### src/rtl/core/sfd_pkg.sv
`default_nettype none

package sfd_pkg;

    // Header and trailer bytes of a frame.
    localparam logic [7:0] HDR_A = 8'hAA;
    localparam logic [7:0] HDR_B = 8'h55;
    localparam logic [7:0] TRL_A = 8'h0D;
    localparam logic [7:0] TRL_B = 8'h0A;

    // Frame geometry: bytes 2..16 are payload and are covered by the sum.
    localparam int FRAME_LEN = 20;
    localparam int SUM_SPAN  = 15;
    localparam int PAY_W     = SUM_SPAN * 8;
    localparam int POS_W     = 5;

    // Parser positions.
    localparam logic [POS_W-1:0] POS_HUNT  = 5'd0;
    localparam logic [POS_W-1:0] POS_HDR   = 5'd1;
    localparam logic [POS_W-1:0] POS_DATA  = 5'd2;
    localparam logic [POS_W-1:0] POS_LAST  = 5'(2 + SUM_SPAN - 1);
    localparam logic [POS_W-1:0] POS_CHK   = 5'(2 + SUM_SPAN);
    localparam logic [POS_W-1:0] POS_TRL_A = 5'(FRAME_LEN - 2);
    localparam logic [POS_W-1:0] POS_TRL_B = 5'(FRAME_LEN - 1);

    // Default depth of the queue between parser and output stage.
    localparam int QUEUE_DEPTH_DEF = 2;

    // One parsed frame, with its validation verdict.
    typedef struct packed {
        logic [7:0]  action_code;
        logic [15:0] roll_raw;
        logic [31:0] z_raw;
        logic [31:0] y_raw;
        logic [31:0] x_raw;
        logic        ok;
    } t_frame;

endpackage

`default_nettype wire

### src/rtl/core/sfd_front.sv
`default_nettype none

module sfd_front (
    input  wire logic           i_clk,
    input  wire logic           i_rst_n,
    input  wire logic           i_valid,
    input  wire logic [7:0]     i_rx_byte,
    output logic                o_ready,
    input  wire logic           i_full,
    output logic                o_push,
    output sfd_pkg::t_frame     o_frame
);

    logic [sfd_pkg::POS_W-1:0] r_pos;
    logic [sfd_pkg::POS_W-1:0] n_pos;
    logic [sfd_pkg::PAY_W-1:0] r_pay;
    logic [7:0]                r_sum;
    logic [7:0]                r_chk;
    logic                      r_trl_ok;
    logic                      w_take;

    // Only the last byte of a frame needs room in the queue.
    assign o_ready = (r_pos != sfd_pkg::POS_TRL_B) || !i_full;
    assign w_take  = i_valid && o_ready;
    assign o_push  = w_take && (r_pos == sfd_pkg::POS_TRL_B);

    // Next parser position.
    always_comb begin
        n_pos = r_pos;
        case (r_pos)
            sfd_pkg::POS_HUNT: begin
                if (i_rx_byte == sfd_pkg::HDR_A) n_pos = sfd_pkg::POS_HDR;
            end
            sfd_pkg::POS_HDR: begin
                if (i_rx_byte == sfd_pkg::HDR_B) begin
                    n_pos = sfd_pkg::POS_DATA;
                end else if (i_rx_byte == sfd_pkg::HDR_A) begin
                    n_pos = sfd_pkg::POS_HDR;
                end else begin
                    n_pos = sfd_pkg::POS_HUNT;
                end
            end
            sfd_pkg::POS_TRL_B: n_pos = sfd_pkg::POS_HUNT;
            default: begin
                if (r_pos > sfd_pkg::POS_TRL_B) begin
                    n_pos = sfd_pkg::POS_HUNT;
                end else begin
                    n_pos = r_pos + 1'b1;
                end
            end
        endcase
    end

    // Position register.
    always_ff @(posedge i_clk) begin
        if (!i_rst_n) begin
            r_pos <= sfd_pkg::POS_HUNT;
        end else if (w_take) begin
            r_pos <= n_pos;
        end
    end

    // Payload shift line, running sum, checksum byte and first trailer check.
    // After the last payload byte, byte 2 sits in the lowest lane.
    always_ff @(posedge i_clk) begin
        if (w_take) begin
            if (r_pos == sfd_pkg::POS_HDR) begin
                r_sum <= '0;
            end
            if (r_pos >= sfd_pkg::POS_DATA && r_pos <= sfd_pkg::POS_LAST) begin
                r_pay <= {i_rx_byte, r_pay[sfd_pkg::PAY_W-1:8]};
                r_sum <= r_sum + i_rx_byte;
            end
            if (r_pos == sfd_pkg::POS_CHK) begin
                r_chk <= i_rx_byte;
            end
            if (r_pos == sfd_pkg::POS_TRL_A) begin
                r_trl_ok <= (i_rx_byte == sfd_pkg::TRL_A);
            end
        end
    end

    // Frame record handed to the queue with the last byte.
    always_comb begin
        o_frame.x_raw       = r_pay[31:0];
        o_frame.y_raw       = r_pay[63:32];
        o_frame.z_raw       = r_pay[95:64];
        o_frame.roll_raw    = r_pay[111:96];
        o_frame.action_code = r_pay[119:112];
        o_frame.ok          = r_trl_ok && (i_rx_byte == sfd_pkg::TRL_B) && (r_sum == r_chk);
    end

    // The parser position never leaves the frame.
    a_pos_range: assert property (@(posedge i_clk) disable iff (!i_rst_n)
        r_pos <= sfd_pkg::POS_TRL_B)
        else $error("parser position out of range");

    // A pushed frame always restarts the hunt.
    a_push_restart: assert property (@(posedge i_clk) disable iff (!i_rst_n)
        o_push |=> r_pos == sfd_pkg::POS_HUNT)
        else $error("parser did not restart after a frame");

endmodule

`default_nettype wire

### src/rtl/core/sfd_queue.sv
`default_nettype none

module sfd_queue #(
    parameter int DEPTH = sfd_pkg::QUEUE_DEPTH_DEF
) (
    input  wire logic            i_clk,
    input  wire logic            i_rst_n,
    input  wire logic            i_push,
    input  wire sfd_pkg::t_frame i_data,
    output logic                 o_full,
    input  wire logic            i_pop,
    output logic                 o_valid,
    output sfd_pkg::t_frame      o_data
);

    localparam int PTR_W = (DEPTH > 1) ? $clog2(DEPTH) : 1;
    localparam int CNT_W = $clog2(DEPTH + 1);

    sfd_pkg::t_frame  r_mem [DEPTH];
    logic [PTR_W-1:0] r_wptr;
    logic [PTR_W-1:0] r_rptr;
    logic [CNT_W-1:0] r_cnt;

    assign o_full  = (r_cnt == CNT_W'(DEPTH));
    assign o_valid = (r_cnt != '0);
    assign o_data  = r_mem[r_rptr];

    // Entry storage.
    always_ff @(posedge i_clk) begin
        if (i_push) begin
            r_mem[r_wptr] <= i_data;
        end
    end

    // Pointers and fill count.
    always_ff @(posedge i_clk) begin
        if (!i_rst_n) begin
            r_wptr <= '0;
            r_rptr <= '0;
            r_cnt  <= '0;
        end else begin
            if (i_push) begin
                r_wptr <= (r_wptr == PTR_W'(DEPTH - 1)) ? '0 : r_wptr + 1'b1;
            end
            if (i_pop) begin
                r_rptr <= (r_rptr == PTR_W'(DEPTH - 1)) ? '0 : r_rptr + 1'b1;
            end
            if (i_push && !i_pop) begin
                r_cnt <= r_cnt + 1'b1;
            end else if (!i_push && i_pop) begin
                r_cnt <= r_cnt - 1'b1;
            end
        end
    end

    // The parser holds its last byte while the queue is full.
    a_no_overflow: assert property (@(posedge i_clk) disable iff (!i_rst_n)
        !(i_push && o_full))
        else $error("push into a full queue");

    // The output stage pops only what is there.
    a_no_underflow: assert property (@(posedge i_clk) disable iff (!i_rst_n)
        !(i_pop && !o_valid))
        else $error("pop from an empty queue");

endmodule

`default_nettype wire

### src/rtl/core/sfd_back.sv
`default_nettype none

module sfd_back (
    input  wire logic            i_clk,
    input  wire logic            i_rst_n,
    input  wire logic            i_q_valid,
    input  wire sfd_pkg::t_frame i_q_data,
    output logic                 o_pop,
    output logic                 o_valid,
    input  wire logic            i_ready,
    output logic [31:0]          o_x_raw,
    output logic [31:0]          o_y_raw,
    output logic [31:0]          o_z_raw,
    output logic [15:0]          o_roll_raw,
    output logic [7:0]           o_action_code
);

    logic r_valid;

    // Take the next frame when the output register is free or being emptied.
    assign o_pop   = i_q_valid && (!r_valid || i_ready);
    assign o_valid = r_valid;

    // Output valid: good frames load, bad frames are dropped here.
    always_ff @(posedge i_clk) begin
        if (!i_rst_n) begin
            r_valid <= 1'b0;
        end else if (o_pop && i_q_data.ok) begin
            r_valid <= 1'b1;
        end else if (i_ready) begin
            r_valid <= 1'b0;
        end
    end

    // Output fields.
    always_ff @(posedge i_clk) begin
        if (o_pop && i_q_data.ok) begin
            o_x_raw       <= i_q_data.x_raw;
            o_y_raw       <= i_q_data.y_raw;
            o_z_raw       <= i_q_data.z_raw;
            o_roll_raw    <= i_q_data.roll_raw;
            o_action_code <= i_q_data.action_code;
        end
    end

    // A dropped frame never shows up as a result.
    a_drop_bad: assert property (@(posedge i_clk) disable iff (!i_rst_n)
        (o_pop && !i_q_data.ok && !r_valid) |=> !r_valid)
        else $error("bad frame produced a result");

endmodule

`default_nettype wire

### src/rtl/core/sync_sum_frame_deframer_top.sv
`default_nettype none

// Frame deframer for a byte stream: it hunts for the header AA 55, collects a
// 20-byte frame, checks the 0D 0A trailer and the 8-bit sum of bytes 2..16
// against byte 17, and returns x, y, z, roll and action fields of each good
// frame, assembled little-endian; bad frames vanish without a result. One byte
// is accepted every cycle. The parser stalls only on the last byte of a frame,
// and only when the frame queue (QUEUE_DEPTH entries) is full, because the
// output register has not been emptied. With the queue empty and the output
// register free, a frame passes through the queue into the output register.
module sync_sum_frame_deframer_top #(
    parameter int QUEUE_DEPTH = sfd_pkg::QUEUE_DEPTH_DEF
) (
    input  wire logic        i_clk,
    input  wire logic        i_rst_n,
    input  wire logic        i_valid,
    input  wire logic [7:0]  i_rx_byte,
    output logic             o_ready,
    output logic             o_valid,
    input  wire logic        i_ready,
    output logic [31:0]      o_x_raw,
    output logic [31:0]      o_y_raw,
    output logic [31:0]      o_z_raw,
    output logic [15:0]      o_roll_raw,
    output logic [7:0]       o_action_code
);

    sfd_pkg::t_frame w_push_data;
    sfd_pkg::t_frame w_pop_data;
    logic            w_push;
    logic            w_full;
    logic            w_pop;
    logic            w_q_valid;

    // Byte parser.
    sfd_front u_front (
        .i_clk     (i_clk),
        .i_rst_n   (i_rst_n),
        .i_valid   (i_valid),
        .i_rx_byte (i_rx_byte),
        .o_ready   (o_ready),
        .i_full    (w_full),
        .o_push    (w_push),
        .o_frame   (w_push_data)
    );

    // Frame queue.
    sfd_queue #(
        .DEPTH (QUEUE_DEPTH)
    ) u_queue (
        .i_clk   (i_clk),
        .i_rst_n (i_rst_n),
        .i_push  (w_push),
        .i_data  (w_push_data),
        .o_full  (w_full),
        .i_pop   (w_pop),
        .o_valid (w_q_valid),
        .o_data  (w_pop_data)
    );

    // Validation drop and output register.
    sfd_back u_back (
        .i_clk         (i_clk),
        .i_rst_n       (i_rst_n),
        .i_q_valid     (w_q_valid),
        .i_q_data      (w_pop_data),
        .o_pop         (w_pop),
        .o_valid       (o_valid),
        .i_ready       (i_ready),
        .o_x_raw       (o_x_raw),
        .o_y_raw       (o_y_raw),
        .o_z_raw       (o_z_raw),
        .o_roll_raw    (o_roll_raw),
        .o_action_code (o_action_code)
    );

endmodule

`default_nettype wire

### config.mk
export PLATFORM = sky130hd
export DESIGN_NAME = sync_sum_frame_deframer_top
export DESIGN_NICKNAME = d
export VERILOG_FILES = /design/src/rtl/core/sfd_pkg.sv /design/src/rtl/core/sfd_front.sv /design/src/rtl/core/sfd_queue.sv /design/src/rtl/core/sfd_back.sv /design/src/rtl/core/sync_sum_frame_deframer_top.sv
export SDC_FILE = /design/constraint.sdc
export NUM_CORES = 1
export LEC_CHECK = 0
export BUFFER_PORTS_ARGS = -buffer_cell sky130_fd_sc_hd__buf_2
export CORE_MARGIN = 2
export CORE_UTILIZATION = 30
export DETAILED_ROUTE_END_ITERATION = 16
export PLACE_DENSITY = 0.55
export SLEW_MARGIN = 0
export SYNTH_ARGS = -nofsm -noshare
export SYNTH_HDL_FRONTEND = slang
export SYNTH_SLANG_ARGS = --single-unit
export TNS_END_PERCENT = 5
### constraint.sdc
create_clock -name i_clk -period 7.31 [get_ports i_clk]
set_clock_uncertainty 0.05 [all_clocks]
set_input_delay 1.462 -clock i_clk [delete_from_list [all_inputs] [get_ports i_clk]]
set_output_delay 1.462 -clock i_clk [all_outputs]
set_load 0.05 [all_outputs]
==> results_dict.tcl <==
set metrics [dict create \
    min_period_ns 3.629 \
    timing.rr.start "u_front.r_pos[0]$_SDFFE_PN0P_" \
    cts_tree "built" \
    io_buffers 133 \
    outcome "completed" \
    first_pass_iters 5 \
    ff2ff_setup_slack_ns 3.88 \
    synth.area.top_cells "edfxtp_1 85%, mux2_2 7.7%, dfxtp_1 1.3%" \
    dp_hpwl_um 17690 \
    initial_core_util_pct 30.40 \
    synth-warning-count 0 \
    postSynthAreaPerCell_um2 22.64 \
    grt_pass1_wl_um 45520 \
    max_slew.worst_pin.slew_ns 1.038 \
    ys_seq_elements 510 \
    clockRootBuffer "clkbuf_16" \
    antenna_cells 0 \
    setup_violations 0 \
    synth_top_flop_cell "edfxtp_1" \
    drtIter0Drc 478 \
    maxSlewViolCount 0 \
    wl_per_cell_um 17.22 \
    clk_pin_slew_ns 0.06 \
    stdcell_count 1762 \
    ir_drop_uv 179.0 \
    hold_path_end "u_queue.r_mem[0][3]$_DFFE_PP_" \
    netlist.area_leader.share_pct 85.27 \
    htreeDepth 2 \
    die-area_um2 60530 \
    die_h_um 246.0 \
    fmax_mhz 275.6 \
    finalHoldViolCount 0 \
    via_count 7406 \
    fillCellCount 5371 \
    finalCritPeriodShare_pct 49.64 \
    cts_buffers 52 \
    power.density_nw_per_um2 274.8 \
    netlist_area_um2 17570 \
    drive_gt1_share_pct 34.50 \
    coreArea_um2 57810 \
    route.detailed.drc 0 \
    critPathCaptureType "primary output" \
    io_pins 134 \
    grt_pass1_vias 7548 \
    final_core_util_pct 36.01 \
    vias_per_cell 4.203 \
    place.gp.congestion 0.8030 \
    cp-start-kind "flip-flop" \
    ff2ff_path_depth 6 \
    async_flop_share_pct 0 \
    yosysTopAreaCell "edfxtp_1" \
    hold_depth 0 \
    cts_sinks 510 \
    ys_seq_area_share_pct 86.53 \
    synth_edf_count 499 \
    critPathKind "reg -> out" \
    synthCells 776 \
    maxSlewHeadroom_pct 30.60 \
    antenna_found_initial 0 \
    required_ns 5.80 \
    dp_cells 1669 \
    clock_latency_ns 0.59 \
    cts_setup_buffers 0 \
    fin_nets 983 \
    crit_arrival_ns 2.12 \
    fp-row-count 88 \
    ctsResizeCount 0 \
    rsz0062_at_grt "false" \
    seqCellArea_um2 15210 \
    grt_max_degree 122 \
    worstHoldPathType "reg -> reg" \
    worstHoldStart "u_front.r_pay[2]$_DFFE_PP_" \
    r2r-end "u_front.r_pay[77]$_DFFE_PP_" \
    critPathLaunch "u_front.r_pos[4]$_SDFFE_PN0P_" \
    clk_path_buf_depth 3 \
    max_cap_violations 0 \
    hold_buffers 0 \
    cp_max_fo 10 \
    syn-num-nets 801 \
    drt_wl_total_um 30340 \
    synth_cell_types 46 \
    area.growth.synth_to_final_pct 18.45 \
    final_antenna_net_count 0 \
    grt_usage_pct 9.976 \
    power_leakage_nw 6.723 \
    die_w_um 246.0 \
    grt-ovfl-total 0 \
    multi_input_area_um2 2317 \
]
## area by class of cell
type,count,area share [%]
Multi-Input combinational cell,248,11.13
Tap cell,765,4.599
Sequential cell,510,73.07
Clock buffer,65,6.486
Clock inverter,28,1.058
Inverter,4,0.07214
Timing Repair Buffer,142,3.583
## cell families (layout without fill, tap and decap cells)
family          after synthesis  in the layout  synth area share (%)
fa+ha+maj                    13             13                0.9684
xor+xnor                     15             15                0.7476
buf+inv                      18            239                0.4272
simple gates                 62             62                 2.093
compound gates               34             34                 1.317
mux                         124            124                 7.918
flops                       510            510                 86.53
## where the power goes
group,total (mW),leakage (nW),switching [mW],internal [mW]
Sequential,3.22,4.58,0.0150,3.21
Combinational,0.0728,1.39,0.0473,0.0255
Clock,2.42,0.752,1.07,1.35
Total,5.72,6.72,1.13,4.59
## per-layer routing
layer | track usage, % | share of wire [%] | up-vias | wire, um
met1 | 13.77 | 47 | 3698 | 14230
met2 | 14.68 | 44 | 187 | 13290
met4 | 3.494 | 2.2 | 0 | 654
li1 | - | - | 3467 | -
met5 | 0 | 0 | - | 0
met3 | 3.290 | 7.2 | 54 | 2171
## critical path, stage by stage, from the launching register on
cell and delay [ns]:
dfxtp_1 0.49, or3b_2 0.49, or2_2 0.33, buf_2 0.22
## state kept, by name, indices dropped and copies added, names as in the netlist, named ones only
signal / flops
u_back.o_valid: 1
u_back.o_roll_raw: 16
u_queue.r_mem: 242
u_front.r_trl_ok: 1
u_queue.r_cnt: 2
u_queue.r_wptr: 1
u_back.o_z_raw: 32
u_back.o_x_raw: 32
u_front.r_sum: 8
u_back.o_action_code: 8
u_front.r_pos: 5
u_front.r_pay: 120
u_queue.r_rptr: 1
u_front.r_chk: 8
u_back.o_y_raw: 32
## stage by stage
stage | area [um2] | hold WS (ns) | worst slack (ns) | power (mW) | setup TNS [ns]
2_1_floorplan | 17570 | 0.3715 | -0.08729 | 3.329 | -10.47
3_3_place_gp | 19240 | 0.3767 | 3.414 | 3.352 | 0
3_5_place_dp | 19240 | 0.3828 | 3.361 | 3.356 | 0
4_1_cts | 20810 | 0.3967 | 3.651 | 5.806 | 0
5_1_grt | 20810 | 0.4007 | 3.600 | 5.931 | 0
6_report | 20810 | 0.3973 | 3.681 | 5.719 | 0
## synthesized netlist by cell type (all sizes together) (3+ instances only)
cell type	number
and2	5
xnor2	10
and3	4
clkbuf	10
o21bai	3
a211oi	4
nand4	4
nor2	14
nand2	4
or2	3
nor3	4
mux2	120
or3	4
inv	4
nand3	4
buf	4
a21o	3
dfxtp	11
a21oi	8
ha	12
mux2i	4
edfxtp	499
xor2	5
o21a	5
o21ai	4
## placed cells by master (no fill, tap or decap), types with 3 or more instances in the layout
cell type,synthesis,layout
dfxtp_1,11,10
buf_4,0,8
buf_2,0,133
and3_1,4,4
a211oi_1,4,4
clkbuf_1,10,13
clkinvlp_4,0,4
inv_1,4,4
a21oi_1,8,8
mux2i_1,4,4
xor2_1,5,5
clkinv_1,0,13
or2_2,3,3
xnor2_1,10,10
nand4_1,4,4
clkbuf_16,0,52
mux2_2,120,120
nand2_1,4,4
and2_1,5,4
nor2_1,14,12
or3_1,3,3
ha_1,12,12
clkinv_2,0,6
nor3_1,3,3
nand3_1,4,4
o21bai_1,3,3
edfxtp_1,499,499
o21ai_0,4,4
o21a_1,5,5
## how the worst max path moves through the flow
stage	depth (start not counted)	endpoint
3_5_place_dp	5	u_back.o_x_raw[14]$_DFFE_PP_
3_3_place_gp	5	u_back.o_x_raw[14]$_DFFE_PP_
2_1_floorplan	3	u_back.o_action_code[0]$_DFFE_PP_
4_1_cts	3	o_ready
6_report	3	o_ready
5_1_grt	3	o_ready
No activity file was read; power rests on OpenSTA's default activity.
